**src/design/sswr_pkg.sv**
```systemverilog
// ----------------------------------------------------------------------------
// sswr_pkg
// Types and constants of the two-wire display writer.
// ----------------------------------------------------------------------------
package sswr_pkg;

   localparam int SEG_W   = 8;
   localparam int CNT_W   = 3;
   localparam int POS_W   = 3;
   localparam int BRT_W   = 3;
   localparam int SEG_NUM = 4;
   localparam int DIGITS  = 4;

   localparam logic [CNT_W-1:0] SEG_LIMIT = CNT_W'((DIGITS < SEG_NUM) ? DIGITS : SEG_NUM);

   localparam logic [SEG_W-1:0] CMD_MODE = 8'h40;
   localparam logic [SEG_W-1:0] CMD_ADDR = 8'hC0;
   localparam logic [SEG_W-1:0] CMD_CTRL = 8'h88;

   localparam logic OP_TICK = 1'b0;
   localparam logic OP_LOAD = 1'b1;

   typedef enum logic [13:0] {
      PH_IDLE    = 14'h0001,
      PH_S_DLOW  = 14'h0002,
      PH_S_CLOW  = 14'h0004,
      PH_B_CLOW  = 14'h0008,
      PH_B_DATA  = 14'h0010,
      PH_B_CHIGH = 14'h0020,
      PH_A_CLOW  = 14'h0040,
      PH_A_REL   = 14'h0080,
      PH_A_CHIGH = 14'h0100,
      PH_A_DRIVE = 14'h0200,
      PH_A_CLOW2 = 14'h0400,
      PH_P_DLOW  = 14'h0800,
      PH_P_CHIGH = 14'h1000,
      PH_P_DHIGH = 14'h2000
   } phase_type;

   typedef struct packed {
      logic             op;
      logic [SEG_W-1:0] seg_first;
      logic [SEG_W-1:0] seg_second;
      logic [SEG_W-1:0] seg_third;
      logic [SEG_W-1:0] seg_fourth;
      logic [CNT_W-1:0] seg_count;
      logic [POS_W-1:0] start_pos;
      logic             dio_in;
   } req_beat_type;

   typedef struct packed {
      logic en;
      req_beat_type item;
   } step_type;

   typedef struct packed {
      logic clk_level;
      logic dio_level;
      logic dio_drive;
      logic busy_res;
      logic frame_done;
      logic nack_seen;
   } rsp_beat_type;

endpackage

```
**src/design/sswr_channels.sv**
```systemverilog
// ----------------------------------------------------------------------------
// sswr channels
// Valid/ready channel interfaces for request and response beats.
// ----------------------------------------------------------------------------
interface sswr_req_if;
   import sswr_pkg::*;

   logic             valid;
   logic             ready;
   logic             op;
   logic [SEG_W-1:0] seg_first;
   logic [SEG_W-1:0] seg_second;
   logic [SEG_W-1:0] seg_third;
   logic [SEG_W-1:0] seg_fourth;
   logic [CNT_W-1:0] seg_count;
   logic [POS_W-1:0] start_pos;
   logic             dio_in;

   modport source (output valid, op, seg_first, seg_second, seg_third, seg_fourth,
                   seg_count, start_pos, dio_in, input ready);
   modport sink   (input valid, op, seg_first, seg_second, seg_third, seg_fourth,
                   seg_count, start_pos, dio_in, output ready);
endinterface

interface sswr_rsp_if;
   logic valid;
   logic ready;
   logic clk_level;
   logic dio_level;
   logic dio_drive;
   logic busy_res;
   logic frame_done;
   logic nack_seen;

   modport source (output valid, clk_level, dio_level, dio_drive, busy_res,
                   frame_done, nack_seen, input ready);
   modport sink   (input valid, clk_level, dio_level, dio_drive, busy_res,
                   frame_done, nack_seen, output ready);
endinterface

```
**src/design/seven_segment_two_wire_writer_unit.sv**
```systemverilog
// ----------------------------------------------------------------------------
// seven_segment_two_wire_writer_unit
// Two-wire LED display writer: request beats load a frame, tick beats
// step the clock and data pins one phase each.
// ----------------------------------------------------------------------------
//  port      dir  kind         content
//  req_chan  in   valid/ready  op, four segment bytes, count, position, dio_in
//  rsp_chan  out  valid/ready  pin levels, drive, busy, done, nack
//  csr_*     in   write only   brightness
//
//  One beat per cycle while the response channel is ready; a request beat passes
//  the input register, then the response register, before its response appears.
//  Reset is synchronous, active high; pins idle high, no frame in flight.
//  A stalled response holds the pipe, at most two beats inside; the input
//  register takes a beat when it is empty or its beat moves on.
// ----------------------------------------------------------------------------
module seven_segment_two_wire_writer_unit (
   input  logic                         clock,
   input  logic                         reset,
   sswr_req_if.sink                     req_chan,
   sswr_rsp_if.source                   rsp_chan,
   input  logic                         csr_wr_en,
   input  logic [sswr_pkg::BRT_W-1:0]   csr_wr_data
);
   import sswr_pkg::*;

   logic               req_valid_ff, req_valid_in;
   req_beat_type       req_ff;
   logic               rsp_valid_ff, rsp_valid_in;
   rsp_beat_type       rsp_ff;
   logic [BRT_W-1:0]   brightness_ff;
   logic               out_adv;
   step_type           step;
   rsp_beat_type       result;

   assign out_adv        = !rsp_valid_ff || rsp_chan.ready;
   assign req_chan.ready = !req_valid_ff || out_adv;
   assign req_valid_in   = req_chan.ready ? req_chan.valid : req_valid_ff;
   assign rsp_valid_in   = out_adv ? req_valid_ff : rsp_valid_ff;

   assign step.en   = req_valid_ff && out_adv;
   assign step.item = req_ff;

   sswr_seq u_seq (
      .clock      (clock),
      .reset      (reset),
      .step       (step),
      .brightness (brightness_ff),
      .result     (result)
   );

   always_ff @(posedge clock) begin
      if (reset) begin
         req_valid_ff  <= 1'b0;
         rsp_valid_ff  <= 1'b0;
         brightness_ff <= 3'd7;
      end else begin
         req_valid_ff <= req_valid_in;
         rsp_valid_ff <= rsp_valid_in;
         if (csr_wr_en) begin
            brightness_ff <= csr_wr_data;
         end
      end
   end

   always_ff @(posedge clock) begin
      if (req_chan.valid && req_chan.ready) begin
         req_ff.op         <= req_chan.op;
         req_ff.seg_first  <= req_chan.seg_first;
         req_ff.seg_second <= req_chan.seg_second;
         req_ff.seg_third  <= req_chan.seg_third;
         req_ff.seg_fourth <= req_chan.seg_fourth;
         req_ff.seg_count  <= req_chan.seg_count;
         req_ff.start_pos  <= req_chan.start_pos;
         req_ff.dio_in     <= req_chan.dio_in;
      end
      if (step.en) begin
         rsp_ff <= result;
      end
   end

   assign rsp_chan.valid      = rsp_valid_ff;
   assign rsp_chan.clk_level  = rsp_ff.clk_level;
   assign rsp_chan.dio_level  = rsp_ff.dio_level;
   assign rsp_chan.dio_drive  = rsp_ff.dio_drive;
   assign rsp_chan.busy_res   = rsp_ff.busy_res;
   assign rsp_chan.frame_done = rsp_ff.frame_done;
   assign rsp_chan.nack_seen  = rsp_ff.nack_seen;

endmodule

```
**src/design/sswr_seq.sv**
```systemverilog
// ----------------------------------------------------------------------------
// sswr_seq
// Pin phase sequencer: a load in idle starts a frame, ticks step it one phase.
// ----------------------------------------------------------------------------
module sswr_seq (
   input  logic                          clock,
   input  logic                          reset,
   input  sswr_pkg::step_type            step,
   input  logic [sswr_pkg::BRT_W-1:0]    brightness,
   output sswr_pkg::rsp_beat_type        result
);
   import sswr_pkg::*;

   phase_type        phase_ff,   phase_in;
   logic [2:0]       cmd_idx_ff, cmd_idx_in;
   logic [2:0]       bit_idx_ff, bit_idx_in;
   logic [SEG_W-1:0] shift_ff,   shift_in;
   logic [SEG_W-1:0] seg_buf_ff [SEG_NUM];
   logic [CNT_W-1:0] held_cnt_ff, held_cnt_in;
   logic [POS_W-1:0] held_pos_ff, held_pos_in;
   logic             clk_lvl_ff, clk_lvl_in;
   logic             dio_lvl_ff, dio_lvl_in;
   logic             nack_ff,    nack_in;

   logic             load_seg;
   logic [2:0]       last_idx;
   logic [2:0]       load_idx;
   logic [1:0]       buf_sel;
   logic [SEG_W-1:0] load_byte;
   logic             done;

   assign last_idx = 3'(held_cnt_ff + 3'd2);
   assign load_idx = (phase_ff == PH_A_CLOW2) ? 3'(cmd_idx_ff + 3'd1) : cmd_idx_ff;
   assign buf_sel  = 2'(load_idx - 3'd2);

   always_comb begin
      if (load_idx == 3'd0) begin
         load_byte = CMD_MODE;
      end else if (load_idx == 3'd1) begin
         load_byte = CMD_ADDR | {{(SEG_W-POS_W){1'b0}}, held_pos_ff};
      end else if (load_idx < last_idx) begin
         load_byte = seg_buf_ff[buf_sel];
      end else begin
         load_byte = CMD_CTRL | {{(SEG_W-BRT_W){1'b0}}, brightness};
      end
   end

   assign load_seg = step.en && (step.item.op == OP_LOAD) && (phase_ff == PH_IDLE);

   always_comb begin
      phase_in    = phase_ff;
      cmd_idx_in  = cmd_idx_ff;
      bit_idx_in  = bit_idx_ff;
      shift_in    = shift_ff;
      held_cnt_in = held_cnt_ff;
      held_pos_in = held_pos_ff;
      clk_lvl_in  = clk_lvl_ff;
      dio_lvl_in  = dio_lvl_ff;
      nack_in     = nack_ff;
      done        = 1'b0;
      if (load_seg) begin
         held_cnt_in = (step.item.seg_count > SEG_LIMIT) ? SEG_LIMIT : step.item.seg_count;
         held_pos_in = step.item.start_pos;
         cmd_idx_in  = 3'd0;
         bit_idx_in  = 3'd0;
         nack_in     = 1'b0;
         phase_in    = PH_S_DLOW;
      end else if (step.en && step.item.op == OP_TICK) begin
         case (phase_ff)
            PH_IDLE: begin
            end
            PH_S_DLOW: begin
               dio_lvl_in = 1'b0;
               phase_in   = PH_S_CLOW;
            end
            PH_S_CLOW: begin
               clk_lvl_in = 1'b0;
               shift_in   = load_byte;
               bit_idx_in = 3'd0;
               phase_in   = PH_B_CLOW;
            end
            PH_B_CLOW: begin
               clk_lvl_in = 1'b0;
               phase_in   = PH_B_DATA;
            end
            PH_B_DATA: begin
               dio_lvl_in = shift_ff[0];
               phase_in   = PH_B_CHIGH;
            end
            PH_B_CHIGH: begin
               clk_lvl_in = 1'b1;
               shift_in   = shift_ff >> 1;
               if (bit_idx_ff == 3'd7) begin
                  phase_in = PH_A_CLOW;
               end else begin
                  bit_idx_in = 3'(bit_idx_ff + 3'd1);
                  phase_in   = PH_B_CLOW;
               end
            end
            PH_A_CLOW: begin
               clk_lvl_in = 1'b0;
               phase_in   = PH_A_REL;
            end
            PH_A_REL: begin
               phase_in = PH_A_CHIGH;
            end
            PH_A_CHIGH: begin
               clk_lvl_in = 1'b1;
               if (step.item.dio_in) begin
                  nack_in = 1'b1;
               end
               phase_in = PH_A_DRIVE;
            end
            PH_A_DRIVE: begin
               phase_in = PH_A_CLOW2;
            end
            PH_A_CLOW2: begin
               clk_lvl_in = 1'b0;
               if (cmd_idx_ff == 3'd0 || cmd_idx_ff >= 3'(last_idx - 3'd1)) begin
                  phase_in = PH_P_DLOW;
               end else begin
                  cmd_idx_in = load_idx;
                  shift_in   = load_byte;
                  bit_idx_in = 3'd0;
                  phase_in   = PH_B_CLOW;
               end
            end
            PH_P_DLOW: begin
               dio_lvl_in = 1'b0;
               phase_in   = PH_P_CHIGH;
            end
            PH_P_CHIGH: begin
               clk_lvl_in = 1'b1;
               phase_in   = PH_P_DHIGH;
            end
            PH_P_DHIGH: begin
               dio_lvl_in = 1'b1;
               if (cmd_idx_ff >= last_idx) begin
                  phase_in = PH_IDLE;
                  done     = 1'b1;
               end else begin
                  cmd_idx_in = (cmd_idx_ff == 3'd0) ? 3'd1 : last_idx;
                  phase_in   = PH_S_DLOW;
               end
            end
            default: begin
               phase_in = PH_IDLE;
            end
         endcase
      end
   end

   always_ff @(posedge clock) begin
      if (reset) begin
         phase_ff    <= PH_IDLE;
         cmd_idx_ff  <= 3'd0;
         bit_idx_ff  <= 3'd0;
         held_cnt_ff <= '0;
         held_pos_ff <= '0;
         clk_lvl_ff  <= 1'b1;
         dio_lvl_ff  <= 1'b1;
         nack_ff     <= 1'b0;
      end else begin
         phase_ff    <= phase_in;
         cmd_idx_ff  <= cmd_idx_in;
         bit_idx_ff  <= bit_idx_in;
         held_cnt_ff <= held_cnt_in;
         held_pos_ff <= held_pos_in;
         clk_lvl_ff  <= clk_lvl_in;
         dio_lvl_ff  <= dio_lvl_in;
         nack_ff     <= nack_in;
      end
   end

   always_ff @(posedge clock) begin
      shift_ff <= shift_in;
      if (load_seg) begin
         seg_buf_ff[0] <= step.item.seg_first;
         seg_buf_ff[1] <= step.item.seg_second;
         seg_buf_ff[2] <= step.item.seg_third;
         seg_buf_ff[3] <= step.item.seg_fourth;
      end
   end

   assign result.clk_level  = clk_lvl_in;
   assign result.dio_level  = dio_lvl_in;
   assign result.dio_drive  = !(phase_in == PH_A_CHIGH || phase_in == PH_A_DRIVE);
   assign result.busy_res   = (phase_in != PH_IDLE);
   assign result.frame_done = done;
   assign result.nack_seen  = nack_in;

endmodule

```
**src/flat_wrapper.sv**
```systemverilog
// flat-port wrapper written by rule: the top's interface ports become plain ports
module seven_segment_two_wire_writer_unit_flat import sswr_pkg::*;
  (clock, reset, csr_wr_en, csr_wr_data, req_chan_valid, req_chan_op, req_chan_seg_first, req_chan_seg_second, req_chan_seg_third, req_chan_seg_fourth, req_chan_seg_count, req_chan_start_pos, req_chan_dio_in, req_chan_ready, rsp_chan_valid, rsp_chan_clk_level, rsp_chan_dio_level, rsp_chan_dio_drive, rsp_chan_busy_res, rsp_chan_frame_done, rsp_chan_nack_seen, rsp_chan_ready);
  sswr_req_if req_chan_i ();
  sswr_rsp_if rsp_chan_i ();
  input  logic clock;
  input  logic reset;
  input  logic csr_wr_en;
  input  logic [sswr_pkg::BRT_W-1:0] csr_wr_data;
  input wire logic [$bits(req_chan_i.valid)-1:0] req_chan_valid;
  input wire logic [$bits(req_chan_i.op)-1:0] req_chan_op;
  input wire logic [$bits(req_chan_i.seg_first)-1:0] req_chan_seg_first;
  input wire logic [$bits(req_chan_i.seg_second)-1:0] req_chan_seg_second;
  input wire logic [$bits(req_chan_i.seg_third)-1:0] req_chan_seg_third;
  input wire logic [$bits(req_chan_i.seg_fourth)-1:0] req_chan_seg_fourth;
  input wire logic [$bits(req_chan_i.seg_count)-1:0] req_chan_seg_count;
  input wire logic [$bits(req_chan_i.start_pos)-1:0] req_chan_start_pos;
  input wire logic [$bits(req_chan_i.dio_in)-1:0] req_chan_dio_in;
  output wire logic [$bits(req_chan_i.ready)-1:0] req_chan_ready;
  output wire logic [$bits(rsp_chan_i.valid)-1:0] rsp_chan_valid;
  output wire logic [$bits(rsp_chan_i.clk_level)-1:0] rsp_chan_clk_level;
  output wire logic [$bits(rsp_chan_i.dio_level)-1:0] rsp_chan_dio_level;
  output wire logic [$bits(rsp_chan_i.dio_drive)-1:0] rsp_chan_dio_drive;
  output wire logic [$bits(rsp_chan_i.busy_res)-1:0] rsp_chan_busy_res;
  output wire logic [$bits(rsp_chan_i.frame_done)-1:0] rsp_chan_frame_done;
  output wire logic [$bits(rsp_chan_i.nack_seen)-1:0] rsp_chan_nack_seen;
  input wire logic [$bits(rsp_chan_i.ready)-1:0] rsp_chan_ready;
  assign req_chan_i.valid = req_chan_valid;
  assign req_chan_i.op = req_chan_op;
  assign req_chan_i.seg_first = req_chan_seg_first;
  assign req_chan_i.seg_second = req_chan_seg_second;
  assign req_chan_i.seg_third = req_chan_seg_third;
  assign req_chan_i.seg_fourth = req_chan_seg_fourth;
  assign req_chan_i.seg_count = req_chan_seg_count;
  assign req_chan_i.start_pos = req_chan_start_pos;
  assign req_chan_i.dio_in = req_chan_dio_in;
  assign req_chan_ready = req_chan_i.ready;
  assign rsp_chan_valid = rsp_chan_i.valid;
  assign rsp_chan_clk_level = rsp_chan_i.clk_level;
  assign rsp_chan_dio_level = rsp_chan_i.dio_level;
  assign rsp_chan_dio_drive = rsp_chan_i.dio_drive;
  assign rsp_chan_busy_res = rsp_chan_i.busy_res;
  assign rsp_chan_frame_done = rsp_chan_i.frame_done;
  assign rsp_chan_nack_seen = rsp_chan_i.nack_seen;
  assign rsp_chan_i.ready = rsp_chan_ready;
  seven_segment_two_wire_writer_unit u_core (.clock(clock), .reset(reset), .req_chan(req_chan_i), .rsp_chan(rsp_chan_i), .csr_wr_en(csr_wr_en), .csr_wr_data(csr_wr_data));
endmodule
```
**config.mk**
```make
export PLATFORM = sky130hd
export DESIGN_NAME = seven_segment_two_wire_writer_unit_flat
export DESIGN_NICKNAME = d
export VERILOG_FILES = /design/src/design/sswr_pkg.sv /design/src/design/sswr_channels.sv /design/src/design/seven_segment_two_wire_writer_unit.sv /design/src/design/sswr_seq.sv /design/src/flat_wrapper.sv
export SDC_FILE = /design/constraint.sdc
export NUM_CORES = 1
export LEC_CHECK = 0
export ABC_CLOCK_PERIOD_IN_PS = 7550
export BUFFER_PORTS_ARGS = -buffer_cell sky130_fd_sc_hd__buf_2
export CORE_ASPECT_RATIO = 0.75
export CORE_MARGIN = 2
export CORE_UTILIZATION = 30
export CTS_BUF_LIST = sky130_fd_sc_hd__clkbuf_4
export DETAILED_ROUTE_END_ITERATION = 10
export RECOVER_POWER = 100
export SYNTH_ARGS = -nofsm -noshare
export SYNTH_HDL_FRONTEND = slang
export SYNTH_SLANG_ARGS = --single-unit
```
**constraint.sdc**
```tcl
create_clock -name clock -period 7.55 [get_ports clock]
set_input_delay 1.51 -clock clock [delete_from_list [all_inputs] [get_ports clock]]
set_output_delay 1.51 -clock clock [all_outputs]
set_load 0.02 [all_outputs]
```
## After elaboration in Yosys (flattened, before gate mapping)

Memories as Yosys holds them, arrays and structs flattened.
Index checks and enable logic that the tools add are counted.

| operators by class | value |
|---|---|
| equality and inequality tests | 22 |
| muxes and demuxes | 33 |
| $add $sub $neg | 5 |
| reduce and logical (&&, ||, !) cells | 24 |
| order comparisons | 4 |
| bitwise gates (word level) | 4 |

Operator list:

| cell | count |
|---|---|
| 14-bit case mux with 14 select lines | 1 |
| 8-bit two-way mux | 4 |
| 14-bit by 10-bit == test with 1-bit output (second input constant) | 2 |
| 14-bit by 9-bit == test with 1-bit output (second input constant) | 2 |
| 14-bit two-way mux | 2 |
| 8-bit case mux with 3 select lines | 1 |
| 3-bit two-way mux | 7 |
| 14-bit by 1-bit == test with 1-bit output (second input constant) | 1 |
| 14-bit by 11-bit == test with 1-bit output (second input constant) | 1 |
| 14-bit by 12-bit == test with 1-bit output (second input constant) | 1 |
| 14-bit by 13-bit == test with 1-bit output (second input constant) | 1 |
| 14-bit == test (second input constant) | 1 |
| 14-bit by 2-bit == test with 1-bit output (second input constant) | 1 |
| 14-bit by 3-bit == test with 1-bit output (second input constant) | 1 |
| 14-bit by 4-bit == test with 1-bit output (second input constant) | 1 |
| 14-bit by 5-bit == test with 1-bit output (second input constant) | 1 |
| 14-bit by 6-bit == test with 1-bit output (second input constant) | 1 |
| 14-bit by 7-bit == test with 1-bit output (second input constant) | 1 |
| 14-bit by 8-bit == test with 1-bit output (second input constant) | 1 |
| 14-bit by 1-bit inequality test with 1-bit output (second input constant) | 1 |
| 12-bit two-way mux | 1 |
| 4-bit AND reduction | 3 |
| 1-bit two-way mux | 11 |
| 3-bit case mux with 3 select lines | 1 |
| other kinds (25) | 44 |

| word-level totals | value |
|---|---|
| bits in writable memories | 32 |
| memories | 1 |
| output and inout bits | 8 |
| flip-flop bits (word level) | 88 |

Memories:

| memory | depth | bits a word | read ports | clocked after Yosys merged registers in | wr ports | RTL line | text |
|---|---|---|---|---|---|---|---|
| u_core.u_seq.seg_buf_ff | 4 | 8 | 1 | 0 | 4 | sswr_seq.sv:18 | `logic [SEG_W-1:0] seg_buf_ff [SEG_NUM];` |

## Logic depth before layout (Yosys ltp)

Gate-level depths: netlist of run 1.

| depth | value |
|---|---|
| depth in word-level cells | 11 |
| depth in mapped cells | 12 |
| gate-level depth less buffers | 10 |

## Cells and area by module

From an unflattened synthesis of run 1, not the netlist that was laid out.

| unflattened totals | value |
|---|---|
| cell total of the unflattened synthesis | 448 |
| area total of the unflattened synthesis | 5524.0 um2 |

By module, submodules not included:

| module | instances | area each (um2) | cells each |
|---|---|---|---|
| sswr_seq | 1 | 3953.8 | 383 |
| seven_segment_two_wire_writer_unit | 1 | 1570.3 | 65 |

## Worst setup path after synthesis of run 1

No wires, ideal clock.

| path | value |
|---|---|
| path kind | in2reg |
| start | input port rsp_chan_ready |
| end | memory u_core.u_seq.seg_buf_ff[0][0], enable pin |
| path buffers | 0 |
| data arrival time | 3143 ps |
| stages | 3 |
| slack | 3986 ps |
| path through | nand2b_1 nand3_1 nor2_1 |

RTL lines:

| item | RTL line | text |
|---|---|---|
| from (decl) | flat_wrapper.sv:27 | `input wire logic [$bits(rsp_chan_i.ready)-1:0] rsp_chan_ready;` |
| to (decl) | sswr_seq.sv:18 |  |

## Worst setup path after layout of run 1

| path | value |
|---|---|
| start | register u_core.u_seq.phase_ff[0] |
| end | register u_core.u_seq.shift_ff[2], data pin |

| between the ends | value |
|---|---|
| longest elaborated chain between the ends | 9 |
| elaborated cells on any way between the ends | 14 |
| classes of those cells | 1 x add/sub; 1 x order compare; 4 x eq/ne; 6 x mux; 1 x reduce/logical; 1 x memory |

Ends and longest elaborated chain:

| item | RTL line | text |
|---|---|---|
| from (decl) | sswr_seq.sv:14 | `phase_type phase_ff, phase_in;` |
| from (signal assigned) | sswr_seq.sv:164 | `phase_ff <= phase_in;` |
| 14-bit by 11-bit == test with 1-bit output | sswr_seq.sv:33, sswr_seq.sv:69 |  |
| 3-bit two-way mux | sswr_seq.sv:33 | `assign load_idx = (phase_ff == PH_A_CLOW2) ? 3'(cmd_idx_ff + 3'd1) : cmd_idx_ff;` |
| 2-bit subtractor | sswr_seq.sv:34 | `assign buf_sel = 2'(load_idx - 3'd2);` |
| memory read 4 x 8 bit | - |  |
| 8-bit two-way mux | sswr_seq.sv:41 | `end else if (load_idx < last_idx) begin` |
| 8-bit two-way mux | sswr_seq.sv:39 | `end else if (load_idx == 3'd1) begin` |
| 8-bit two-way mux | sswr_seq.sv:37 | `if (load_idx == 3'd0) begin` |
| 8-bit two-way mux | sswr_seq.sv:119 | `if (cmd_idx_ff == 3'd0 \|\| cmd_idx_ff >= 3'(last_idx - 3'd1)) begin` |
| 8-bit case mux with 3 select lines * | sswr_seq.sv:69 | `case (phase_ff)` |
| to (signal assigned) | sswr_seq.sv:176 | `shift_ff <= shift_in;` |
| to (decl) | sswr_seq.sv:17 | `logic [SEG_W-1:0] shift_ff, shift_in;` |

Mark *: on every way between the ends. The rest lies on a longest branch, timed or not. The select of a mux whose other input is x is not followed.
A chain may end at the register's enable or synchronous reset.

==> impl.org, run 1 <==
** Run status
- Run status :: finished with violations
- The checks that failed: max-capacitance violations, max-slew violations.

** Floorplanning
- Floorplan Core Area :: 18600 um^2
- The floorplan step defined a die boundary enclosing 20300 um^2.
- Initial standard-cell utilization of the core :: 30.9%
- For this design the top-level I/O count stands at 56.
- After floorplanning, the core was divided into 43 placement rows.
- Measured along the x axis, the die boundary spans 164 um.
- Die span in y :: 124 um

** Clock network
- # resized after CTS :: 0
- Buffers from clock root to sink, at most :: 2
- Number of buffers inserted during clock tree synthesis :: 17
- Clock latency on the worst-skew pair, taken at its later pin, is 0.55 ns.
- TritonCTS built the clock tree.
- Max H-tree Level :: 4
- After clock tree synthesis, the setup repair step added 0 buffers.
- Clock transition at the registers of the reported paths :: 0.12 ns
- CTS placed an instance of sky130_fd_sc_hd__clkbuf_4 at the clock tree root.
- Count of clock tree sinks :: 120
- In this run, post-CTS hold repair placed 0 buffers.

** Setup path
- Reg-to-Reg Start :: u_core.u_seq.phase_ff[0]
- Arrival time reported for the critical path endpoint :: 4.58 ns
- The worst setup path is launched from a flip-flop.
- Cell with the largest stage delay on the worst path :: sky130_fd_sc_hd__o41ai_1
- Walking the worst path, the cells encountered are or4_1 > o41ai_1 > a21boi_0 > inv_1 > ha_1 > nand2_1 > a32oi_1 > a221o_1 > a21oi_1.
- In this run the worst path has a maximum fanout of 11.
- STA puts the critical path data required time at 7.84 ns.
- For flop-to-flop paths, the worst setup slack is 3.26 ns.
- CP Capture Type :: flip-flop
- Largest stage delay on the critical path :: 1.21 ns
- Worst R2R End :: u_core.u_seq.shift_ff[2]
- Crit path kind :: flip-flop to flip-flop
- The number of cells on the worst reg-to-reg path is 9.

** Cells and area
- Cells with a size suffix above 1 make up 18.1% of the layout.
- Final non-filler cell area :: 6450 um^2
- Layout net count :: 594
- Final-layout fill cell count :: 1865
- Ant. Diodes :: 0
- Syn-to-layout area delta :: 12.3%

** Synth
- Post-Synthesis Cells :: 489
- Cell with the most instances after synthesis :: sky130_fd_sc_hd__edfxtp_1
- Post-synth top area share :: 44.9%
- Yosys mapped a number of flops with a built-in enable equal to 86.
- Synthesis produced a netlist with a net count of 550.
- Most instantiated cells after synthesis :: 86 x sky130_fd_sc_hd__edfxtp_1, 43 x sky130_fd_sc_hd__nand2_1, 38 x sky130_fd_sc_hd__nor2_1
- The synthesized design spends more area on one cell type than any other, namely sky130_fd_sc_hd__edfxtp_1.
- Unique masters post-synth :: 64
- Share of synthesized registers carrying an async set or reset :: 0%
- Proportion of synthesized chip area in sequential cells :: 56.8%
- Combined area of all synthesized cells :: 5750 um^2
- Dividing the synthesized area by the synthesized cell count gives 11.8 um^2.
- Among all flip-flop cells after synthesis, the most frequent one is sky130_fd_sc_hd__edfxtp_1.
- Counting flops and latches in the post-synthesis netlist gives 120.
- For this run, the number of Yosys warnings is 0.
- Biggest area contributors in the synthesized netlist :: sky130_fd_sc_hd__edfxtp_1 45%, sky130_fd_sc_hd__dfxtp_1 12%, sky130_fd_sc_hd__ha_1 2.8%

** Timing
- The smallest clock period supported by the final layout is computed as 4.29 ns.
- Static timing analysis puts the maximum clock frequency at 0.233 GHz.
- Dividing the final minimum period by the clock period gives 56.8%.
- The final hold violation count was 0.
- The count of final max-slew check failures was 84.
- Final setup vio count :: 0
- Across the routed clock network, the largest skew measured is 0.0232 ns.
- Measured against its own limit, the worst slew margin works out to -72.0%.
- Setup repair after global routing left no endpoint under its margin.
- Hold is met by 0.426 ns.
- Setup TNS :: 0 ns
- At the pin with the least slew margin, the transition time is 2.58 ns.

** Hold path
- Type of the tightest min-delay check :: flip-flop to flip-flop
- Hold worst-path end :: u_core.u_seq.seg_buf_ff[3][0]
- The startpoint identified for the worst hold timing path is u_core.req_ff[7].
- Number of cells traversed by the worst hold path :: 0

** Detailed routing
- Via density :: 5.38
- The detailed router finished its first iteration with 334 violations.
- The first detailed-routing pass took 5 iterations.
- Via count :: 4269
- Post-route DRC violation count :: 0
- The routed design has 13600 um of wire.
- The detail route stage leaves a number of antenna-violating nets equal to 0.
- After detailed routing, the average wire length per cell comes to 17.1 um.

** Global routing
- Entering global routing, the biggest net connects 41 pins.
- The initial antenna violation count was 0.
- In the global route stage, overall resource usage came out at 14.3%.
- The first global-routing pass estimated 22000 um of wire.
- Final global-route overflow total :: 0
- The via count of the first global-routing pass is 4081.

** Placed design
- Summing all placed instances gives a cell area of 6200 um^2.
- Port Buffer Count :: 55
- The congestion estimate from routability-driven global placement came to 0.895.
- Detailed placement finished with a half-perimeter wire length of 9550 um.

** Job
- The tool flagged a number of max-cap violations equal to 3.

** Pwr
- Power density cells :: 197 nW/um^2
- Largest voltage drop on the vdd net :: 124 uV
- Total power for the finished layout comes to 1.27 mW.
- For this design the static power due to leakage is 2.17 nW.
-- kinds of logic (layout without fill, tap and decap cells) --
logic type	Yosys count	in the layout	share of synthesized area, %
mux	18	18	4.46
flops	120	120	56.8
simple gates	176	176	16.6
xor+xnor	12	12	1.83
compound gates	111	111	14.3
buf+inv	39	96	3.20
fa+ha+maj	13	13	2.83
-- metrics by stage --
stage	std cells	util (%)	worst slack, ns
final	793	34.7	3.26
after global placement	761	33.3	3.82
after global routing	793	34.7	2.93
after CTS	793	34.8	3.63
after detailed placement	761	33.3	3.71
after floorplan	489	-	3.99
-- state kept, by name, indices dropped and copies added (netlist names), 3 cells and up --
register	count
u_core.u_seq.cmd_idx_ff	3
u_core.u_seq.shift_ff	8
u_core.u_seq.seg_buf_ff	32
u_core.u_seq.bit_idx_ff	3
u_core.u_seq.held_pos_ff	3
u_core.u_seq.phase_ff	14
u_core.req_ff	40
u_core.brightness_ff	3
u_core.u_seq.held_cnt_ff	3
-- worst max-delay path, delay by kind of cell (launching register included) --
kind	cells	cell delay (ns)
buffers and inverters	1	0.13
DFF	1	0.43
adders and majority gates	1	0.29
AOI/OAI and AO/OA	5	2.31
and+or+nand+nor	2	0.86
-- cell usage in the layout (no fill, tap or decap), types with 6 or more instances in the layout --
master / instances
sky130_fd_sc_hd__a21oi_1: 30
sky130_fd_sc_hd__buf_2: 46
sky130_fd_sc_hd__clkbuf_1: 10
sky130_fd_sc_hd__clkbuf_4: 18
sky130_fd_sc_hd__dfxtp_1: 34
sky130_fd_sc_hd__edfxtp_1: 86
sky130_fd_sc_hd__ha_1: 13
sky130_fd_sc_hd__mux2i_1: 11
sky130_fd_sc_hd__mux4_2: 6
sky130_fd_sc_hd__nand2_1: 43
sky130_fd_sc_hd__nand2b_1: 10
sky130_fd_sc_hd__nand3_1: 7
sky130_fd_sc_hd__nor2_1: 37
sky130_fd_sc_hd__nor2b_1: 9
sky130_fd_sc_hd__nor3_1: 16
sky130_fd_sc_hd__nor4_1: 13
sky130_fd_sc_hd__nor4b_1: 7
sky130_fd_sc_hd__o21ai_0: 12
sky130_fd_sc_hd__o221ai_1: 12
sky130_fd_sc_hd__or4_1: 6
sky130_fd_sc_hd__xnor2_1: 7
-- worst max-delay path by stage --
stage / from / end / slack [ns] / cells after the start
after floorplan: rsp_chan_ready / u_core.u_seq.seg_buf_ff[0][0] / 3.99 / 3
after global placement: rsp_chan_ready / u_core.rsp_chan.busy_res / 3.82 / 7
after detailed placement: u_core.u_seq.cmd_idx_ff[0] / u_core.u_seq.cmd_idx_ff[2] / 3.71 / 8
after CTS: u_core.u_seq.cmd_idx_ff[0] / u_core.u_seq.cmd_idx_ff[2] / 3.63 / 8
after global routing: u_core.u_seq.phase_ff[0] / u_core.u_seq.shift_ff[0] / 2.93 / 9
final: u_core.u_seq.phase_ff[0] / u_core.u_seq.shift_ff[2] / 3.26 / 9
-- cell type report --
type | count | area, um^2 | share of cell area [%]
Sequential cell | 120 | 3260 | 50.6
Multi-Input combinational cell | 330 | 2290 | 35.5
Tap cell | 247 | 309 | 4.79
Timing Repair Buffer | 59 | 290 | 4.50
Clock inverter | 14 | 148 | 2.29
Clock buffer | 18 | 135 | 2.09
Inverter | 5 | 18.8 | 0.291
-- power breakdown --
group	switching (mW)	total (mW)	internal, mW
Sequential	0.0112	0.743	0.731
Clock	0.263	0.464	0.201
Combinational	0.0411	0.0666	0.0255
-- per-layer routing --
| layer | wire length (um) | global-route usage, % | vias up | part of all wire [%] |
|---|---|---|---|---|
| met5 | 0 | 0 | - | 0 |
| met3 | 888 | 3.90 | 19 | 6.5 |
| met1 | 6480 | 19.5 | 2089 | 48 |
| met2 | 6030 | 22.0 | 164 | 44 |
| li1 | - | - | 1997 | - |
| met4 | 182 | 4.66 | 0 | 1.3 |
No activity file was read; power rests on OpenSTA's default activity.
==> run 2, diff against run 1 <==
--- a/config.mk
+++ b/config.mk
@@ -5,7 +5,7 @@
 export SDC_FILE = /design/constraint.sdc
 export NUM_CORES = 1
 export LEC_CHECK = 0
-export ABC_CLOCK_PERIOD_IN_PS = 7550
+export ABC_CLOCK_PERIOD_IN_PS = 3700
 export BUFFER_PORTS_ARGS = -buffer_cell sky130_fd_sc_hd__buf_2
 export CORE_ASPECT_RATIO = 0.75
 export CORE_MARGIN = 2
==> constraint.sdc (replaced) <==
create_clock -name clock -period 3.7 [get_ports clock]
set_input_delay 0.74 -clock clock [delete_from_list [all_inputs] [get_ports clock]]
set_output_delay 0.74 -clock clock [all_outputs]
set_load 0.02 [all_outputs]
==> run 2 against run 1 <==
The run still ends with max-capacitance violations, max-slew violations left. Count of clock-buffer cells in the layout fell by 1. Clock power rose by 120%. Sequential cell count did not move. Combinational power rose by 110%. Wire length rose by 1.1%. Register-to-register slack got worse by 3.0 ns. Non-clock buffer count rose by 17. Fmax rose by 26%. Die area did not move. Critical endpoint is now u_core.u_seq.cmd_idx_ff[2]. Via count fell by 0.26%. Largest power group unchanged. Highest routed layer unchanged. Total power rose by 110%. First-iteration DRC count fell by 6.9%.
==> impl.org, run 2 (synthesis results as in run 1) <==
** Cells and area
- The largest registers in the layout are u_core.req_ff (40), u_core.u_seq.seg_buf_ff (32), u_core.u_seq.phase_ff (14).
- Fraction of final layout cells with drive strength greater than 1 :: 19.7% (+1.6 points)
- Final non-filler cell area :: 6590 um^2 (+2.0%)
- Largest Register :: u_core.req_ff
- Filler-free cell count of the finished design :: 810 (+2.1%)
- The library cell used most frequently in the layout, excluding fill and tap cells, is sky130_fd_sc_hd__edfxtp_1.
- The number of antenna diodes came to 0 (unchanged).
- Number of flip-flops under the largest register name :: 40 (unchanged)
- Area taken by multi-input logic gates :: 2290 um^2 (+0.16%)
- The number of fillers in the final layout came to 1904 (+2.1%).
- Compared with the post-synthesis result, the final layout area differs by 14.6%.
- Sequential cell area :: 3260 um^2 (unchanged)
- The final net count came to 611 (+2.9%).
- The top cell types in the final layout, fill and taps aside, are 86 x sky130_fd_sc_hd__edfxtp_1, 46 x sky130_fd_sc_hd__buf_2, 43 x sky130_fd_sc_hd__nand2_1.
- The final core utilization is 35.4% (+0.71 points).

** Run status
- The flow ran to the end, but the final reports show violations.
- The checks that failed: max-capacitance violations, max-slew violations.

** Timing
- The timing-limited maximum frequency came to 0.293 GHz (+26%).
- The worst setup skew after layout was 0.0227 ns (-0.000541 ns).
- The count of final max-slew check failures is 41 (-51%).
- Final setup vio count :: 0 (unchanged)
- The post-route fraction of the period consumed by the critical path came to 92.1% (+35 points).
- Final worst-path setup slack :: 0.291 ns (-2.97 ns)
- The final hold violation count was 0 (unchanged).
- Max-slew headroom :: -77.7% (-5.8 points)
- The clock period minus final worst setup slack came to 3.41 ns (-0.877 ns).
- Setup TNS :: 0 ns (unchanged)
- RSZ-0062 raised after global routing :: false
- The transition time at the pin with the least slew margin came to 2.66 ns (+0.0849 ns).

** Setup path
- Worst setup SP type :: flip-flop
- Critical path peak fanout :: 10 (-1)
- CP Capture Type :: flip-flop
- Crit path kind :: flip-flop to flip-flop
- Cell with the largest stage delay on the worst path :: sky130_fd_sc_hd__or4_1
- The arrival time of the worst setup path was 3.79 ns (-0.79 ns).
- The data required time at the worst endpoint is 4.08 ns (-3.76 ns).
- Largest stage delay on the critical path :: 0.74 ns (-0.47 ns)
- Length in cells of the worst reg-to-reg path :: 8 (-1)
- Walking the worst path, the cells encountered are or4_1 > clkbuf_1 > or4_1 > o21ai_0 > nor3_1 > clkbuf_1 > a41oi_1 > a211oi_1.

** Placed design
- Total half-perimeter wirelength after legalization and detailed placement :: 9810 um (+2.7%)
- Port Buffer Count :: 55 (unchanged)
- The number of placed instances with taps included was 778 (+2.2%).
- Post-place instance area :: 6330 um^2 (+2.1%)
- The post-place setup slack came to 0.359 ns (-3.35 ns).
- Weighted congestion at the end of routability-driven global placement :: 0.866 (-3.3%)

** Detailed routing
- Routed WL :: 13700 um (+1.1%)
- Wirelength per Cell :: 16.9 um (-1.1%)
- Post-route DRC violation count :: 0 (unchanged)
- The iteration-0 DRC count of the detailed router is 311 (-6.9%).
- Via count :: 4258 (-0.26%)
- The number of search-and-repair iterations in the first detailed-routing pass came to 7 (+2).
- The vias per cell is 5.26 (-2.4%).
- The number of antenna-violating nets in the routed design was 0 (unchanged).

** Clock network
- # hold bufs at CTS :: 0 (unchanged)
- The clock-pin slew on the worst setup and hold paths was 0.14 ns (+0.02 ns).
- Post-CTS Repair Setup Buffers :: 0 (unchanged)
- Clk root buf :: sky130_fd_sc_hd__clkbuf_4
- Clock latency of the later-clocked register in the worst-skew pair :: 0.53 ns (-0.02 ns)
- The buffer depth of the longest clock path came to 2 (unchanged).
- Number of buffers inserted during clock tree synthesis :: 17 (unchanged)
- TritonCTS built the clock tree.
- Count of clock tree sinks :: 120 (unchanged)
- The total number of H-tree levels came to 4 (unchanged).
- The number of resized instances in the post-cts repair step came to 0 (unchanged).

** Floorplanning
- The die outline width is 164 um (unchanged).
- The floorplan die height came to 124 um (unchanged).
- The area of the die was 20300 um^2 (unchanged).
- Initial standard-cell utilization of the core :: 30.9% (unchanged)
- The core region area came to 18600 um^2 (unchanged).
- Count of boundary I/O pins :: 56 (unchanged)
- The standard-cell row count came to 43 (unchanged).

** Global routing
- Global routing usage summed across all routing layers :: 14.2% (-0.016 points)
- The via count of the first global-routing pass came to 4149 (+1.7%).
- The global-route wire length before repair is 22200 um (+0.81%).
- The initial antenna violation count was 0 (unchanged).
- Pin count of the biggest net entering global routing :: 41 (unchanged)
- Final global-route overflow total :: 0 (unchanged)

** Pwr
- The leakage power came to 2.25 nW (+3.4%).
- Power density cells :: 404 nW/um^2 (+100%)
- Largest voltage drop on the vdd net :: 228 uV (+83%)

** Hold path
- Type of the tightest min-delay check :: input port to flip-flop
- The hold-critical path depth was 1 (+1).

** Job
- The count of max-cap constraint violations came to 1 (-2).
==> run 2: changes by cell type in the layout (fill, tap and decap cells not counted), moves of 2 or more <==
cell                       change
sky130_fd_sc_hd__inv_8         +4
sky130_fd_sc_hd__clkinv_2      -2
sky130_fd_sc_hd__buf_4        +10
sky130_fd_sc_hd__inv_6         +2
sky130_fd_sc_hd__clkbuf_1      +6
==> run 2: power breakdown <==
part	internal [mW]	switching (mW)	total, mW
clock network	0.429	0.578	1.01
logic	0.0539	0.0854	0.139
registers	1.49	0.0225	1.51
total	1.98	0.686	2.66
==> run 2: worst paths after layout <==
path                            start                       endpoint  slack (ns)
max          u_core.u_seq.phase_ff[1]     u_core.u_seq.cmd_idx_ff[2]        0.29
min            req_chan_seg_second[6]              u_core.req_ff[29]        0.38
max reg2reg  u_core.u_seq.phase_ff[1]     u_core.u_seq.cmd_idx_ff[2]        0.29
min reg2reg         u_core.req_ff[32]  u_core.u_seq.seg_buf_ff[0][1]        0.43
==> run 2: layout make-up <==
type | instances | share of cell area (%)
Sequential cell | 120 | 49.6
Clock inverter | 15 | 2.74
Clock buffer | 17 | 1.94
Inverter | 5 | 0.285
Tap cell | 247 | 4.69
Multi-Input combinational cell | 330 | 34.8
Timing Repair Buffer | 76 | 5.97
==> run 2: worst max-delay path, delay by kind of cell (launching register included) <==
family	cells	cell delay (ns)
and+or+nand+nor	3	1.56
AOI/OAI and AO/OA	3	0.83
buffers and inverters	2	0.46
DFF	1	0.43
==> run 2: metal layers <==
metal  up-vias  global-route usage, %  wire length [um]
li1       2026                      -                 -
met4         0                   4.61               210
met1      2055                   19.2              6370
met3        15                   4.40               954
met2       162                   22.0              6190
met5         -                      0                 0
==> run 2: stage by stage <==
| step | power [mW] | hold slack, ns |
|---|---|---|
| final | 2.66 | 0.378 |
| after global routing | 2.78 | 0.308 |
| after global placement | 1.68 | 0.406 |
| after CTS | 2.70 | 0.316 |
| after detailed placement | 1.69 | 0.405 |
| after floorplan | 1.62 | 0.400 |
